==> src/design/qsma_pkg.sv <==
// Types and constants for the qualified sensor moving average.
// Shared by the controller, datapath, divider and top level.
package qsma_pkg;

  localparam int unsigned HUM_MAX = 1000;
  localparam int unsigned TEMP_LIM = 32767;
  localparam int unsigned RUN_MAX = 255;
  localparam int unsigned NUM_W = 28;
  localparam int unsigned DEN_W = 18;

  typedef enum logic [2:0] {
    CFG_FAULT_STRIKES   = 3'd0,
    CFG_RECOVER_STRIKES = 3'd1,
    CFG_TEMP_MIN        = 3'd2,
    CFG_TEMP_MAX        = 3'd3,
    CFG_TEMP_STEP       = 3'd4,
    CFG_HUM_STEP        = 3'd5
  } cfg_idx_t;

  typedef struct packed {
    logic              read_ok;
    logic signed [15:0] temp_in;
    logic [15:0]       humidity_in;
  } in_item_t;

  typedef struct packed {
    logic              valid_out;
    logic signed [15:0] temp_out;
    logic [9:0]        humidity_out;
  } out_item_t;

  typedef enum logic [5:0] {
    ST_IDLE  = 6'b000001,
    ST_QUAL  = 6'b000010,
    ST_SUM   = 6'b000100,
    ST_DIVT  = 6'b001000,
    ST_DIVH  = 6'b010000,
    ST_OUT   = 6'b100000
  } state_t;

  typedef struct packed {
    logic load;
    logic qual;
    logic sum_clr;
    logic sum_step;
    logic divt_start;
    logic divh_start;
    logic out_load;
  } cmd_t;

  typedef struct packed {
    logic accept;
    logic sum_last;
    logic div_done;
  } sts_t;

endpackage

==> src/design/qualified_sensor_moving_average.sv <==
// Top level of the qualified sensor moving average filter.
// Joins qsma_ctrl and qsma_dp; uses qsma_pkg payload types.
//
// One item at a time: a read that enters the window goes through qualify, the
// one-entry-a-cycle window sweep, a run of the bit-serial divider for
// temperature and then one for humidity, the result load and the take of the
// next read. A read that does not enter the window goes from qualify straight
// to the result load. The result sits in an output register and holds until
// transferred; a new read is taken once its result is loaded there.
module qualified_sensor_moving_average
  import qsma_pkg::*;
#(
  parameter int unsigned WINDOW_SIZE = 8
) (
  input  logic        clk,
  input  logic        rst_n,
  input  logic        cfg_we,
  input  logic [2:0]  cfg_index,
  input  logic [15:0] cfg_wdata,
  input  logic        in_valid,
  output logic        in_stall,
  input  in_item_t    in_data,
  output logic        out_valid,
  input  logic        out_stall,
  output out_item_t   out_data
);
  cmd_t cmd;
  sts_t sts;

  qsma_ctrl u_ctrl (
    .clk       (clk),
    .rst_n     (rst_n),
    .in_valid  (in_valid),
    .in_stall  (in_stall),
    .out_stall (out_stall),
    .out_valid (out_valid),
    .sts       (sts),
    .cmd       (cmd)
  );

  qsma_dp #(.WINDOW_SIZE(WINDOW_SIZE)) u_dp (
    .clk       (clk),
    .rst_n     (rst_n),
    .cfg_we    (cfg_we),
    .cfg_index (cfg_index),
    .cfg_wdata (cfg_wdata),
    .in_data   (in_data),
    .cmd       (cmd),
    .sts       (sts),
    .out_data  (out_data)
  );
endmodule

==> src/design/qsma_div.sv <==
// Restoring divider with half-away-from-zero rounding, one bit a cycle.
// Uses qsma_pkg widths.
module qsma_div
  import qsma_pkg::*;
(
  input  logic             clk,
  input  logic             rst_n,
  input  logic             start,
  input  logic [NUM_W-1:0] num_mag,
  input  logic [DEN_W-1:0] den,
  output logic             done,
  output logic [NUM_W-1:0] quot
);
  localparam int unsigned CW = $clog2(NUM_W + 2);
  localparam int unsigned DW = NUM_W + 1;
  localparam int unsigned RW = DEN_W + 2;
  localparam logic [CW-1:0] LAST = CW'(DW - 1);

  logic [DW-1:0] n_r, n_nxt;
  logic [RW-1:0] rem_r, rem_nxt;
  logic [RW-1:0] d2_r, d2_nxt;
  logic [CW-1:0] cnt_r, cnt_nxt;
  logic          busy_r, busy_nxt;
  logic          done_r, done_nxt;
  logic [RW-1:0] sh;

  assign sh = {rem_r[RW-2:0], n_r[DW-1]};

  always_comb begin
    n_nxt = n_r;
    rem_nxt = rem_r;
    d2_nxt = d2_r;
    cnt_nxt = cnt_r;
    busy_nxt = busy_r;
    done_nxt = 1'b0;
    if (start) begin
      n_nxt = {num_mag, 1'b0} + DW'(den);
      rem_nxt = '0;
      d2_nxt = {1'b0, den, 1'b0};
      cnt_nxt = '0;
      busy_nxt = 1'b1;
    end else if (busy_r) begin
      n_nxt = {n_r[DW-2:0], 1'b0};
      if (sh >= d2_r) begin
        rem_nxt = sh - d2_r;
        n_nxt[0] = 1'b1;
      end else begin
        rem_nxt = sh;
      end
      cnt_nxt = cnt_r + 1'b1;
      if (cnt_r == LAST) begin
        busy_nxt = 1'b0;
        done_nxt = 1'b1;
      end
    end
  end

  always_ff @(posedge clk) begin
    if (!rst_n) begin
      busy_r <= 1'b0;
      done_r <= 1'b0;
      cnt_r <= '0;
    end else begin
      busy_r <= busy_nxt;
      done_r <= done_nxt;
      cnt_r <= cnt_nxt;
    end
    n_r <= n_nxt;
    rem_r <= rem_nxt;
    d2_r <= d2_nxt;
  end

  assign done = done_r;
  assign quot = n_r[NUM_W-1:0];
endmodule

==> src/design/qsma_ctrl.sv <==
// Controller state machine for the qualified sensor moving average.
// Uses qsma_pkg state, command and status types.
module qsma_ctrl
  import qsma_pkg::*;
(
  input  logic clk,
  input  logic rst_n,
  input  logic in_valid,
  output logic in_stall,
  input  logic out_stall,
  output logic out_valid,
  input  sts_t sts,
  output cmd_t cmd
);
  state_t state_r, state_nxt;
  logic   ov_r, ov_nxt;

  always_comb begin
    state_nxt = state_r;
    ov_nxt = ov_r;
    cmd = '0;
    if (ov_r && !out_stall) ov_nxt = 1'b0;
    unique case (state_r)
      ST_IDLE: begin
        if (in_valid) begin
          cmd.load = 1'b1;
          state_nxt = ST_QUAL;
        end
      end
      ST_QUAL: begin
        cmd.qual = 1'b1;
        cmd.sum_clr = 1'b1;
        state_nxt = ST_SUM;
      end
      ST_SUM: begin
        if (!sts.accept) begin
          state_nxt = ST_OUT;
        end else begin
          cmd.sum_step = 1'b1;
          if (sts.sum_last) begin
            cmd.divt_start = 1'b1;
            state_nxt = ST_DIVT;
          end
        end
      end
      ST_DIVT: begin
        if (sts.div_done) begin
          cmd.divh_start = 1'b1;
          state_nxt = ST_DIVH;
        end
      end
      ST_DIVH: begin
        if (sts.div_done) state_nxt = ST_OUT;
      end
      ST_OUT: begin
        if (!ov_r || !out_stall) begin
          cmd.out_load = 1'b1;
          ov_nxt = 1'b1;
          state_nxt = ST_IDLE;
        end
      end
      default: state_nxt = ST_IDLE;
    endcase
  end

  always_ff @(posedge clk) begin
    if (!rst_n) begin
      state_r <= ST_IDLE;
      ov_r <= 1'b0;
    end else begin
      state_r <= state_nxt;
      ov_r <= ov_nxt;
    end
  end

  assign in_stall = (state_r != ST_IDLE);
  assign out_valid = ov_r;
endmodule

==> src/design/qsma_dp.sv <==
// Datapath: qualification, streak counters, window store, sums and rounding.
// Uses qsma_pkg and the qsma_div divider.
module qsma_dp
  import qsma_pkg::*;
#(
  parameter int unsigned WINDOW_SIZE = 8
) (
  input  logic        clk,
  input  logic        rst_n,
  input  logic        cfg_we,
  input  logic [2:0]  cfg_index,
  input  logic [15:0] cfg_wdata,
  input  in_item_t    in_data,
  input  cmd_t        cmd,
  output sts_t        sts,
  output out_item_t   out_data
);
  localparam int unsigned AW = (WINDOW_SIZE > 1) ? $clog2(WINDOW_SIZE) : 1;
  localparam int unsigned FW = $clog2(WINDOW_SIZE + 1);
  localparam logic [FW-1:0] FMAX = FW'(WINDOW_SIZE);

  logic [7:0]        fstr_r, rstr_r;
  logic signed [15:0] tmin_r, tmax_r;
  logic [9:0]        tstep_r, hstep_r;

  in_item_t          it_r;
  logic [7:0]        frun_r, grun_r;
  logic              sval_r, have_r, acc_r;
  logic [FW-1:0]     fill_r;
  logic [AW-1:0]     slot_r, idx_r;
  logic signed [15:0] avgt_r;
  logic [9:0]        avgh_r;
  logic signed [NUM_W-1:0] tsum_r;
  logic [NUM_W-1:0]  hsum_r;
  logic signed [15:0] tmem [WINDOW_SIZE];
  logic [9:0]        hmem [WINDOW_SIZE];
  logic signed [15:0] trd_r;
  logic [9:0]        hrd_r;
  logic              rdv_r, lastrd_r;
  out_item_t         out_r;

  logic              good;
  logic [7:0]        frun_inc, grun_inc;
  logic              div_start, div_done;
  logic [NUM_W-1:0]  num_mag, quot;
  logic [DEN_W-1:0]  den;
  logic [9:0]        step_sel;
  logic [DEN_W-1:0]  tden_r, hden_r;
  logic              tneg_r;
  logic signed [NUM_W+10:0] tq;
  logic [NUM_W+10:0] hq;
  logic              tq_ld, hq_ld, phase_r;

  always_ff @(posedge clk) begin
    if (!rst_n) begin
      fstr_r <= 8'd3;
      rstr_r <= 8'd3;
      tmin_r <= -16'sd400;
      tmax_r <= 16'sd800;
      tstep_r <= 10'd1;
      hstep_r <= 10'd1;
    end else if (cfg_we) begin
      unique case (cfg_index)
        CFG_FAULT_STRIKES:   fstr_r <= cfg_wdata[7:0];
        CFG_RECOVER_STRIKES: rstr_r <= cfg_wdata[7:0];
        CFG_TEMP_MIN:        tmin_r <= cfg_wdata;
        CFG_TEMP_MAX:        tmax_r <= cfg_wdata;
        CFG_TEMP_STEP:       tstep_r <= cfg_wdata[9:0];
        CFG_HUM_STEP:        hstep_r <= cfg_wdata[9:0];
        default: ;
      endcase
    end
  end

  assign good = it_r.read_ok && (it_r.temp_in >= tmin_r) && (it_r.temp_in <= tmax_r)
                && (it_r.humidity_in <= 16'(HUM_MAX));
  assign frun_inc = (frun_r == 8'(RUN_MAX)) ? frun_r : frun_r + 8'd1;
  assign grun_inc = (grun_r == 8'(RUN_MAX)) ? grun_r : grun_r + 8'd1;

  always_ff @(posedge clk) begin
    if (cmd.load) it_r <= in_data;
  end

  always_ff @(posedge clk) begin
    if (!rst_n) begin
      frun_r <= '0;
      grun_r <= '0;
      sval_r <= 1'b0;
      have_r <= 1'b0;
      fill_r <= '0;
      slot_r <= '0;
      acc_r <= 1'b0;
      avgt_r <= '0;
      avgh_r <= '0;
    end else begin
      if (cmd.qual) begin
        acc_r <= 1'b0;
        if (!good) begin
          frun_r <= frun_inc;
          grun_r <= '0;
          if (frun_inc >= fstr_r) begin
            sval_r <= 1'b0;
            have_r <= 1'b0;
            fill_r <= '0;
            slot_r <= '0;
          end
        end else begin
          frun_r <= '0;
          grun_r <= grun_inc;
          if (sval_r || grun_inc >= rstr_r) begin
            logic [AW-1:0] s;
            logic [FW-1:0] f;
            s = sval_r ? slot_r : '0;
            f = sval_r ? fill_r : '0;
            sval_r <= 1'b1;
            acc_r <= 1'b1;
            slot_r <= (32'(s) == WINDOW_SIZE - 1) ? '0 : s + 1'b1;
            fill_r <= (f == FMAX) ? f : f + 1'b1;
          end
        end
      end
      if (cmd.out_load && acc_r) have_r <= 1'b1;
      if (tq_ld) begin
        if (tq > (NUM_W+11)'(signed'(TEMP_LIM))) avgt_r <= 16'(TEMP_LIM);
        else if (tq < -(NUM_W+11)'(signed'(TEMP_LIM))) avgt_r <= -16'(TEMP_LIM);
        else avgt_r <= tq[15:0];
      end
      if (hq_ld) begin
        if (hq > (NUM_W+11)'(HUM_MAX)) avgh_r <= 10'(HUM_MAX);
        else avgh_r <= hq[9:0];
      end
    end
  end

  // window write at the slot chosen in qualify
  logic [AW-1:0] wslot;
  assign wslot = sval_r ? slot_r : '0;
  always_ff @(posedge clk) begin
    if (cmd.qual && good && (sval_r || grun_inc >= rstr_r)) begin
      tmem[wslot] <= it_r.temp_in;
      hmem[wslot] <= it_r.humidity_in[9:0];
    end
    trd_r <= tmem[idx_r];
    hrd_r <= hmem[idx_r];
  end

  // read address sweep, one entry a cycle, accumulate registered read data
  always_ff @(posedge clk) begin
    if (!rst_n) begin
      idx_r <= '0;
      rdv_r <= 1'b0;
      lastrd_r <= 1'b0;
    end else begin
      if (cmd.sum_clr) begin
        idx_r <= '0;
        rdv_r <= 1'b0;
        lastrd_r <= 1'b0;
      end else if (acc_r && !lastrd_r) begin
        rdv_r <= 1'b1;
        lastrd_r <= (FW'(idx_r) + 1'b1 == fill_r);
        if (FW'(idx_r) + 1'b1 != fill_r) idx_r <= idx_r + 1'b1;
      end else begin
        rdv_r <= 1'b0;
      end
    end
  end

  always_ff @(posedge clk) begin
    if (cmd.sum_clr) begin
      tsum_r <= '0;
      hsum_r <= '0;
    end else if (rdv_r) begin
      tsum_r <= tsum_r + NUM_W'(trd_r);
      hsum_r <= hsum_r + NUM_W'(hrd_r);
    end
  end

  logic rdv_d_r;
  always_ff @(posedge clk) begin
    if (!rst_n) rdv_d_r <= 1'b0;
    else rdv_d_r <= cmd.sum_clr ? 1'b0 : (lastrd_r && rdv_r);
  end
  assign sts.accept = acc_r;
  assign sts.sum_last = rdv_d_r;

  // divide: temperature first, then humidity
  always_ff @(posedge clk) begin
    if (!rst_n) phase_r <= 1'b0;
    else if (cmd.divt_start) phase_r <= 1'b0;
    else if (cmd.divh_start) phase_r <= 1'b1;
  end
  always_ff @(posedge clk) begin
    if (cmd.divt_start) begin
      tneg_r <= tsum_r < 0;
      tden_r <= (tstep_r == '0) ? DEN_W'(fill_r) : DEN_W'(fill_r) * DEN_W'(tstep_r);
      hden_r <= (hstep_r == '0) ? DEN_W'(fill_r) : DEN_W'(fill_r) * DEN_W'(hstep_r);
    end
  end
  logic dstart_r;
  always_ff @(posedge clk) begin
    if (!rst_n) dstart_r <= 1'b0;
    else dstart_r <= cmd.divt_start || cmd.divh_start;
  end
  assign div_start = dstart_r;
  assign step_sel = phase_r ? hstep_r : tstep_r;
  assign den = phase_r ? hden_r : tden_r;
  assign num_mag = phase_r ? hsum_r : (tneg_r ? NUM_W'(-tsum_r) : NUM_W'(tsum_r));
  assign tq_ld = div_done && !phase_r;
  assign hq_ld = div_done && phase_r;
  always_comb begin
    logic [NUM_W+10:0] m;
    m = (step_sel == '0) ? (NUM_W+11)'(quot) : (NUM_W+11)'(quot) * (NUM_W+11)'(step_sel);
    tq = tneg_r ? -signed'(m) : signed'(m);
    hq = m;
  end

  qsma_div u_div (
    .clk     (clk),
    .rst_n   (rst_n),
    .start   (div_start),
    .num_mag (num_mag),
    .den     (den),
    .done    (div_done),
    .quot    (quot)
  );
  assign sts.div_done = div_done;

  always_ff @(posedge clk) begin
    if (cmd.out_load) begin
      if (sval_r && (have_r || acc_r)) begin
        out_r.valid_out <= 1'b1;
        out_r.temp_out <= avgt_r;
        out_r.humidity_out <= avgh_r;
      end else begin
        out_r <= '0;
      end
    end
  end
  assign out_data = out_r;
endmodule

==> config.mk <==
export PLATFORM = sky130hd
export DESIGN_NAME = qualified_sensor_moving_average
export DESIGN_NICKNAME = d
export VERILOG_FILES = /design/src/design/qsma_pkg.sv /design/src/design/qualified_sensor_moving_average.sv /design/src/design/qsma_div.sv /design/src/design/qsma_ctrl.sv /design/src/design/qsma_dp.sv
export SDC_FILE = /design/constraint.sdc
export NUM_CORES = 2
export LEC_CHECK = 0
export BUFFER_PORTS_ARGS = -buffer_cell sky130_fd_sc_hd__buf_2
export CORE_ASPECT_RATIO = 1.25
export CORE_MARGIN = 4
export CORE_UTILIZATION = 58
export CTS_BUF_LIST = sky130_fd_sc_hd__clkbuf_4
export CTS_CLUSTER_SIZE = 10
export DETAILED_ROUTE_END_ITERATION = 8
export PLACE_DENSITY = 0.74
export SETUP_SLACK_MARGIN = 0.4
export SYNTH_ARGS = -nofsm -noshare
export SYNTH_HDL_FRONTEND = slang
export SYNTH_SLANG_ARGS = --single-unit
==> constraint.sdc <==
create_clock -name clk -period 14.3 [get_ports clk]
set_clock_uncertainty 0.15 [all_clocks]
set_input_delay 0.715 -clock clk [delete_from_list [all_inputs] [get_ports clk]]
set_output_delay 0.715 -clock clk [all_outputs]
set_load 0.02 [all_outputs]
==> Word-level counts from Yosys, hierarchy flattened <==
Memory sizes are Yosys's and may differ from the RTL's. A register that Yosys moved wholly into a read port is not among the register bits.
Index checks and enable logic that the tools add are counted.
{ "word_totals": {"mem_bits_ro": 0, "regBits": 361, "n_memories": 2, "out_inout_bits": 29, "elab_cells": 205, "input_bits": 57, "ramBits": 208, "latch_bits": 0} }
{ "op_classes": {"addsub": 13, "n_reduce_logical": 42, "bitwise_logic": 2, "div": 0, "n_shift": 0, "n_eq_ne": 26, "order_cmp": 10, "muxes": 65, "mul": 3} }
{ "mem_list": {"columns": ["memory", "depth", "width", "read_ports", "rd_ports_with_merged_regs", "wr", "line", "rtl"], "rows": [
  ["u_dp.tmem", 8, 16, 1, 1, 1, "qsma_dp.sv:35", "logic signed [15:0] tmem [WINDOW_SIZE];"],
  ["u_dp.hmem", 8, 10, 1, 1, 1, "qsma_dp.sv:36", "logic [9:0] hmem [WINDOW_SIZE];"]
]} }
{ "ops": {"columns": ["operator", "count"], "rows": [
  ["2-to-1 mux 29 bit", 2],
  ["2-to-1 mux 28 bit", 2],
  ["> comparator 39 x 16 -> 1 bit (second input constant)", 1],
  ["less-than comparator 39 x 16 -> 1 bit (second input constant)", 1],
  ["2-to-1 mux 39 bit", 1],
  ["negator 39 bit", 1],
  ["> comparator 38 x 10 -> 1 bit (second input constant)", 1],
  ["multiplier 28 x 10 -> 38 bit", 1],
  ["2-to-1 mux 38 bit", 1],
  ["2-to-1 mux 6 bit", 6],
  ["one-hot mux 6 bit (6 select lines)", 1],
  ["2-to-1 mux 16 bit", 2],
  ["2-to-1 mux 8 bit", 4],
  ["zero test 10 bit", 3],
  ["adder 29 x 18 -> 29 bit", 1],
  ["adder 28 x 10 -> 28 bit", 1],
  ["adder 28 x 16 -> 28 bit", 1],
  ["less-than comparator 28 x 1 -> 1 bit (second input constant)", 1],
  ["multiplier 4 x 10 -> 14 bit", 2],
  ["2-to-1 mux 1 bit", 28],
  ["2-to-1 mux 4 bit", 7],
  ["negator 28 bit", 1],
  ["2-to-1 mux 27 bit", 1],
  [">= comparator 20 x 19 -> 1 bit", 1],
  ["44 further kinds", 90]
]} }

==> Depth between registers and ports, before layout <==
{ "depth": {"word_depth": 8, "depth_mapped": 33, "ltp_nobuf": 27} }

==> Cells and area by module <==
A second synthesis with hierarchy kept.
{ "unflattened": {"hier_cells": 4198, "area_unflattened_um2": 41682.5} }
{ "modules_own_cells": {"columns": ["module", "cells_each", "seq_area_each_um2", "instances", "area_per_inst_um2"], "rows": [
  ["qsma_dp", 3577, 13122.6, 1, 35919.4],
  ["qsma_div", 562, 1931.9, 1, 5273.8],
  ["qsma_ctrl", 59, 140.1, 1, 489.2]
]} }

==> Least setup slack after synthesis <==
No wires, ideal clock.
{ "synth_timing": {"path_type": "flip-flop to flip-flop", "startpoint": "register u_dp.phase_r", "endpoint": "register u_dp.avgt_r[5]", "t_required_ns": 14.023, "synth_period_minus_slack_ns": 9.433, "setup_ns": 0.127, "n_path_buf": 7, "path_stages_with_launch": 33, "path_slack_ns": 4.867, "arrival_ns": 9.156, "cell_sequence": "dfxtp_1 > clkbuf_1 > clkbuf_1 > buf_1 > buf_1 > mux2_2 > buf_1 > nand2_1 > fa_1 > inv_1 > fa_1 > fa_1 > fa_1 > inv_1 > fa_1 > inv_1 > ha_1 > clkbuf_1 > a21o_1 > a21o_1 > a221o_1 > or4_1 > o21ai_1 > mux2i_1 > nand4_1 > or3_1 > or4_1 > a211o_1 > a2111oi_4 > nand4_2 > o21ai_2 > buf_6 > o22ai_2"} }
{ "synth_via": {"elab_chain_len": 8, "word_cells_on_any_way": 12, "classes_between": "add/sub: 1; mul: 1; order compare: 2; mux: 5; reduce/logical: 3"} }
{ "synth_lines": {"columns": ["element", "line", "rtl"], "rows": [
  ["start: declaration", "qsma_dp.sv:52", "logic tq_ld, hq_ld, phase_r;"],
  ["start signal: assignment", "qsma_dp.sv:188", "if (!rst_n) phase_r <= 1'b0;"],
  ["start signal: assignment", "qsma_dp.sv:189", "else if (cmd.divt_start) phase_r <= 1'b0;"],
  ["start signal: assignment", "qsma_dp.sv:190", "else if (cmd.divh_start) phase_r <= 1'b1;"],
  ["2-to-1 mux 10 bit", "qsma_dp.sv:205", "assign step_sel = phase_r ? hstep_r : tstep_r;"],
  ["multiplier 28 x 10 -> 38 bit or zero test 10 bit (tied branches)", "qsma_dp.sv:212", "m = (step_sel == '0) ? (NUM_W+11)'(quot) : (NUM_W+11)'(quot) * (NUM_W+11)'(step_sel);"],
  ["2-to-1 mux 38 bit", "qsma_dp.sv:212", null],
  ["negator 39 bit", "qsma_dp.sv:213", "tq = tneg_r ? -signed'(m) : signed'(m);"],
  ["2-to-1 mux 39 bit", "qsma_dp.sv:213", null],
  ["less-than comparator 39 x 16 -> 1 bit", "qsma_dp.sv:125", "else if (tq < -(NUM_W+11)'(signed'(TEMP_LIM))) avgt_r <= -16'(TEMP_LIM);"],
  ["2-to-1 mux 16 bit", "qsma_dp.sv:125", null],
  ["2-to-1 mux 16 bit", "qsma_dp.sv:124", "if (tq > (NUM_W+11)'(signed'(TEMP_LIM))) avgt_r <= 16'(TEMP_LIM);"],
  ["end signal: assignment", "qsma_dp.sv:124", null],
  ["end signal: assignment", "qsma_dp.sv:125", null],
  ["end signal: assignment", "qsma_dp.sv:126", "else avgt_r <= tq[15:0];"],
  ["end: declaration", "qsma_dp.sv:31", "logic signed [15:0] avgt_r;"]
]} }
Parallel ways exist; a longest one is shown, timed or not.
A chain may end at the register's enable or synchronous reset.

==> Worst setup path in the final report <==
{ "layout_timing": {"startpoint": "register u_dp.phase_r", "endpoint": "register u_dp.avgt_r[3]"} }
Same word-level chain as after synthesis.

==> run summary <==
The overall die height came out at 302.6 um. The total I/O pin count is 86. The number of sinks on the clock net came out at 583. The weighted congestion at the end of routability-driven global placement is about 0.94. The number of enable flip-flop cells after synthesis is 340. The relative slew slack is 17.03%. The most common flop cell mapped by yosys is sky130_fd_sc_hd__edfxtp_1. The routed via count is 30,180. The signal arrival time at the worst endpoint came out at 10.30 ns. The actual transition at the worst max-transition pin is 1.240 ns.

After synthesis the netlist holds a flip-flop and latch count of between 500 and 600. The total DRC errors in the routed layout is 0. The violation count after the first detailed-route iteration is between 2,000 and 2,500.

Summed over all layers, the global routing overflow is 0. The highest clock frequency the design can meet is just over 100 MHz. The first global-routing pass estimated 160,100 um of wire. The top routing layer in use is met4. Summing the sequential cell areas from Yosys gives between 30% and 40% of the chip area. The final number of setup-violating endpoints came out at 0.

The critical path in this run is classified as reg2reg. The routed wirelength normalized by instance count is between 15 and 20 um. In this run the post-CTS setup repair buffer count came out at 0.

The fraction of layout instances using a drive strength above 1 is 13.00%. The pin count of the biggest net entering global routing is 73. The final-report hold violation count is 0. The number of nets in the synthesized netlist is roughly 4,500.

The number of standard-cell rows in the floorplan is 107. During synthesis, Yosys emitted a total of 0 warnings. The path class of the tightest hold or removal check is in2reg.

The static leakage power came out at 18.38 nW. The total number of nets in the final design is 4,672. Across the VDD grid, the largest voltage drop is between 0.0001 and 0.00015 V. The number of antenna violations at the first check in global routing is 5. The routed length on met2 is between 50,000 and 60,000 um. The H-tree generated during clock tree synthesis spans 4 levels. The core region is just under 70,000 sq um.

The final max-slew violation count was 0. Of the available clock period, the critical path in the final layout requires 68.09%. The number of different library cells in the post-synthesis netlist came out at a little over 90. The sum of negative setup slack is 0 ns.

The run finished with clean final reports. STA classifies the critical path endpoint as a register. The detail route stage leaves a number of antenna-violating nets equal to 0. For this design the ratio of total power to cell area is 87.95 nW/um^2. Detailed placement finished with a half-perimeter wire length of 69,480 um.

The final worst setup slack came out at approximately 4.6 ns. The average vias per placed instance came out at ~5.8. The length of routed wiring on met1 is 39,160 um. The minimum period implied by the final worst setup slack is slightly below 10 ns. The tree is rooted in a sky130_fd_sc_hd__clkbuf_4. STA classifies the critical path startpoint as a register.

In this run the worst path has a maximum fanout of 28. The share of synthesized registers carrying an async set or reset came out at 0%. Global routing used approximately 27% of the available tracks. The starting utilization of the core area came out at 58.85%.

After synthesis, the mean cell area works out to 10.02 sq um. For the worst-skew pair, the clock arrives at the later sink with an insertion delay of 0.89 ns. The floorplan die width is 243.6 um. The via count of the first global-routing pass came to 30,450.

Setup repair after global routing left no endpoint under its margin. The sum of met3 wire segment lengths after detailed routing came out at about 4700 um. The synthesized netlist occupies a cell area of ~40,000 sq um. The required arrival time at the worst endpoint is 14.86 ns. The layout overhead on the synthesized area is 8.771%. The number of input and output port buffers inserted came out at 85. The total wire length came out at 99,140 um. The count of TritonRoute iterations in the first routing pass is 6.

After clock tree synthesis, the clock-pin slew on the worst setup and hold paths is 0.07 ns. The maximum buffer depth of the clock tree is 3. The floorplan die area is 73,720 sq um.

Across the run, the number of max-cap violations was 0. The total CTS buffers is 140. Synthesis produced a netlist whose cell count is approximately 4,000. TritonCTS built the clock tree.

The worst slack after detailed placement came out at between 4 and 5 ns.
through the flow:
stage	instances	instance area [sq um]	hold WS [ns]	util [%]	total power, mW
global placement	4875	41420	0.2842	60.54	2.460
CTS	5179	43780	0.09992	63.99	3.882
detailed placement	4875	41420	0.2930	60.54	2.470
finish	5183	43790	0.2053	64.01	3.851
floorplan	4018	40260	0.2773	-	2.313
global route	5183	43790	0.1725	64.01	4.050
cell type report:
type | count | area, sq um
Fill cell | 5541 | 24620
Multi-Input combinational cell | 2885 | 23140
Sequential cell | 583 | 15080
Clock buffer | 208 | 1562
Inverter | 364 | 1366
Timing Repair Buffer | 168 | 1176
Tap cell | 926 | 1159
Clock inverter | 45 | 291.5
Antenna cell | 4 | 10.01
synthesized netlist by cell type, types with 17 or more instances:
| cell type | count | share of area [%] |
|---|---|---|
| sky130_fd_sc_hd__nand2_1 | 506 | 4.7 |
| sky130_fd_sc_hd__inv_1 | 364 | 3.4 |
| sky130_fd_sc_hd__edfxtp_1 | 340 | 25 |
| sky130_fd_sc_hd__nor2_1 | 255 | 2.4 |
| sky130_fd_sc_hd__dfxtp_1 | 243 | 12 |
| sky130_fd_sc_hd__fa_1 | 242 | 12 |
| sky130_fd_sc_hd__ha_1 | 231 | 7.2 |
| sky130_fd_sc_hd__a21oi_1 | 224 | 2.8 |
| sky130_fd_sc_hd__and2_1 | 212 | 3.3 |
| sky130_fd_sc_hd__clkbuf_1 | 143 | 1.3 |
| sky130_fd_sc_hd__o21ai_0 | 122 | 1.5 |
| sky130_fd_sc_hd__xnor2_1 | 101 | 2.2 |
| sky130_fd_sc_hd__xor2_1 | 80 | 1.7 |
| sky130_fd_sc_hd__mux2_2 | 79 | 2.2 |
| sky130_fd_sc_hd__nand3_1 | 65 | 0.81 |
| sky130_fd_sc_hd__nor3_1 | 59 | 0.73 |
| sky130_fd_sc_hd__mux4_2 | 52 | 2.9 |
| sky130_fd_sc_hd__mux2i_1 | 45 | 1.1 |
| sky130_fd_sc_hd__a21o_1 | 43 | 0.80 |
| sky130_fd_sc_hd__nand4_1 | 43 | 0.67 |
| sky130_fd_sc_hd__o211ai_1 | 39 | 0.73 |
| sky130_fd_sc_hd__o21bai_1 | 39 | 0.73 |
| sky130_fd_sc_hd__nand2b_1 | 37 | 0.57 |
| sky130_fd_sc_hd__buf_1 | 32 | 0.30 |
| sky130_fd_sc_hd__or3_1 | 31 | 0.48 |
| sky130_fd_sc_hd__o21a_1 | 28 | 0.52 |
| sky130_fd_sc_hd__o31ai_1 | 27 | 0.50 |
| sky130_fd_sc_hd__nor2b_1 | 26 | 0.40 |
| sky130_fd_sc_hd__and3_1 | 23 | 0.36 |
| sky130_fd_sc_hd__a22o_1 | 20 | 0.44 |
| sky130_fd_sc_hd__nor4_1 | 17 | 0.26 |
critical path: stages, from the launching register on:
cell	delay, ns
sky130_fd_sc_hd__dfxtp_2	0.58
sky130_fd_sc_hd__mux2_2	0.77
sky130_fd_sc_hd__nand2_1	0.17
sky130_fd_sc_hd__fa_1	0.56
sky130_fd_sc_hd__inv_1	0.05
sky130_fd_sc_hd__fa_1	0.51
sky130_fd_sc_hd__fa_1	0.44
sky130_fd_sc_hd__fa_1	0.62
sky130_fd_sc_hd__inv_1	0.08
sky130_fd_sc_hd__fa_1	0.53
sky130_fd_sc_hd__inv_1	0.04
sky130_fd_sc_hd__ha_1	0.42
sky130_fd_sc_hd__nand2_1	0.10
sky130_fd_sc_hd__o21ai_0	0.47
sky130_fd_sc_hd__a31oi_1	0.16
sky130_fd_sc_hd__o21ai_1	0.35
sky130_fd_sc_hd__xor2_1	0.15
sky130_fd_sc_hd__mux2i_1	0.53
sky130_fd_sc_hd__nand4_2	0.30
sky130_fd_sc_hd__or2_0	0.41
sky130_fd_sc_hd__or4_1	0.52
sky130_fd_sc_hd__a211o_1	0.33
sky130_fd_sc_hd__a2111oi_4	0.31
sky130_fd_sc_hd__nand4_2	0.15
sky130_fd_sc_hd__o21ai_2	0.66
sky130_fd_sc_hd__o22ai_1	0.20
routing by layer:
layer  up-vias  track usage (%)
li1      14250                -
met2       913            48.54
met5         -                0
met1     14780            32.80
met4         0            11.86
met3       240            3.721
power breakdown:
group | total (mW) | switching (mW) | internal (mW)
combinational | 0.515 | 0.318 | 0.198
sequential | 1.94 | 0.0800 | 1.86
clock | 1.40 | 0.670 | 0.727
what timing repair did:
item	4_1_cts	5_1_grt
hold buffers	51	0
endpoints found under the setup margin	0	0
resized for setup	0	0
endpoints found under the hold margin	95	0
placed cells by master (no fill, tap or decap), types with 28 or more instances in the layout:
master	Yosys	layout
sky130_fd_sc_hd__buf_4	1	32
sky130_fd_sc_hd__o211ai_1	39	39
sky130_fd_sc_hd__ha_1	231	231
sky130_fd_sc_hd__nor2_1	255	252
sky130_fd_sc_hd__nor3_1	59	55
sky130_fd_sc_hd__nand4_1	43	43
sky130_fd_sc_hd__dfxtp_1	243	239
sky130_fd_sc_hd__fa_1	242	242
sky130_fd_sc_hd__nand2_1	506	506
sky130_fd_sc_hd__mux2i_1	45	45
sky130_fd_sc_hd__o21bai_1	39	39
sky130_fd_sc_hd__inv_1	364	363
sky130_fd_sc_hd__xnor2_1	101	101
sky130_fd_sc_hd__or3_1	31	31
sky130_fd_sc_hd__dlygate4sd3_1	0	51
sky130_fd_sc_hd__mux2_2	79	79
sky130_fd_sc_hd__a21o_1	43	43
sky130_fd_sc_hd__o21a_1	28	28
sky130_fd_sc_hd__mux4_2	52	52
sky130_fd_sc_hd__nand2b_1	37	37
sky130_fd_sc_hd__o21ai_0	122	122
sky130_fd_sc_hd__edfxtp_1	340	340
sky130_fd_sc_hd__buf_2	6	85
sky130_fd_sc_hd__clkbuf_4	0	208
sky130_fd_sc_hd__a21oi_1	224	222
sky130_fd_sc_hd__and2_1	212	212
sky130_fd_sc_hd__xor2_1	80	80
sky130_fd_sc_hd__nand3_1	65	65
final timing paths:
| check | startpoint | endpoint | slack [ns] | depth (start not counted) |
|---|---|---|---|---|
| worst max register to register | u_dp.phase_r | u_dp.avgt_r[3] | 4.56 | 25 |
| worst max-delay path | u_dp.phase_r | u_dp.avgt_r[3] | 4.56 | 25 |
| worst min-delay path | cfg_index[1] | u_dp.rstr_r[3] | 0.21 | 4 |
| worst min register to register | u_dp.avgh_r[1] | u_dp.avgh_r[1] | 0.30 | 2 |
flip-flops by register name, indices dropped and copies added (netlist names), 16 cells and up:
register          cells
u_dp.avgt_r          16
u_dp.hmem            80
u_dp.hsum_r          28
u_dp.it_r            33
u_dp.out_data        27
u_dp.tmax_r          16
u_dp.tmem           128
u_dp.tmin_r          16
u_dp.trd_r           16
u_dp.tsum_r          28
u_dp.u_div.n_r       29
u_dp.u_div.rem_r     19
cells by family after synthesis:
logic type / synth area share (%)
and+or+nand+nor: 16.64
AOI/OAI and AO/OA: 11.30
DFF: 37.44
buffers and inverters: 5.231
adders and majority gates: 19.21
xor gates and xnor gates: 3.938
muxes: 6.238
Power figures use the tool's default switching activity.
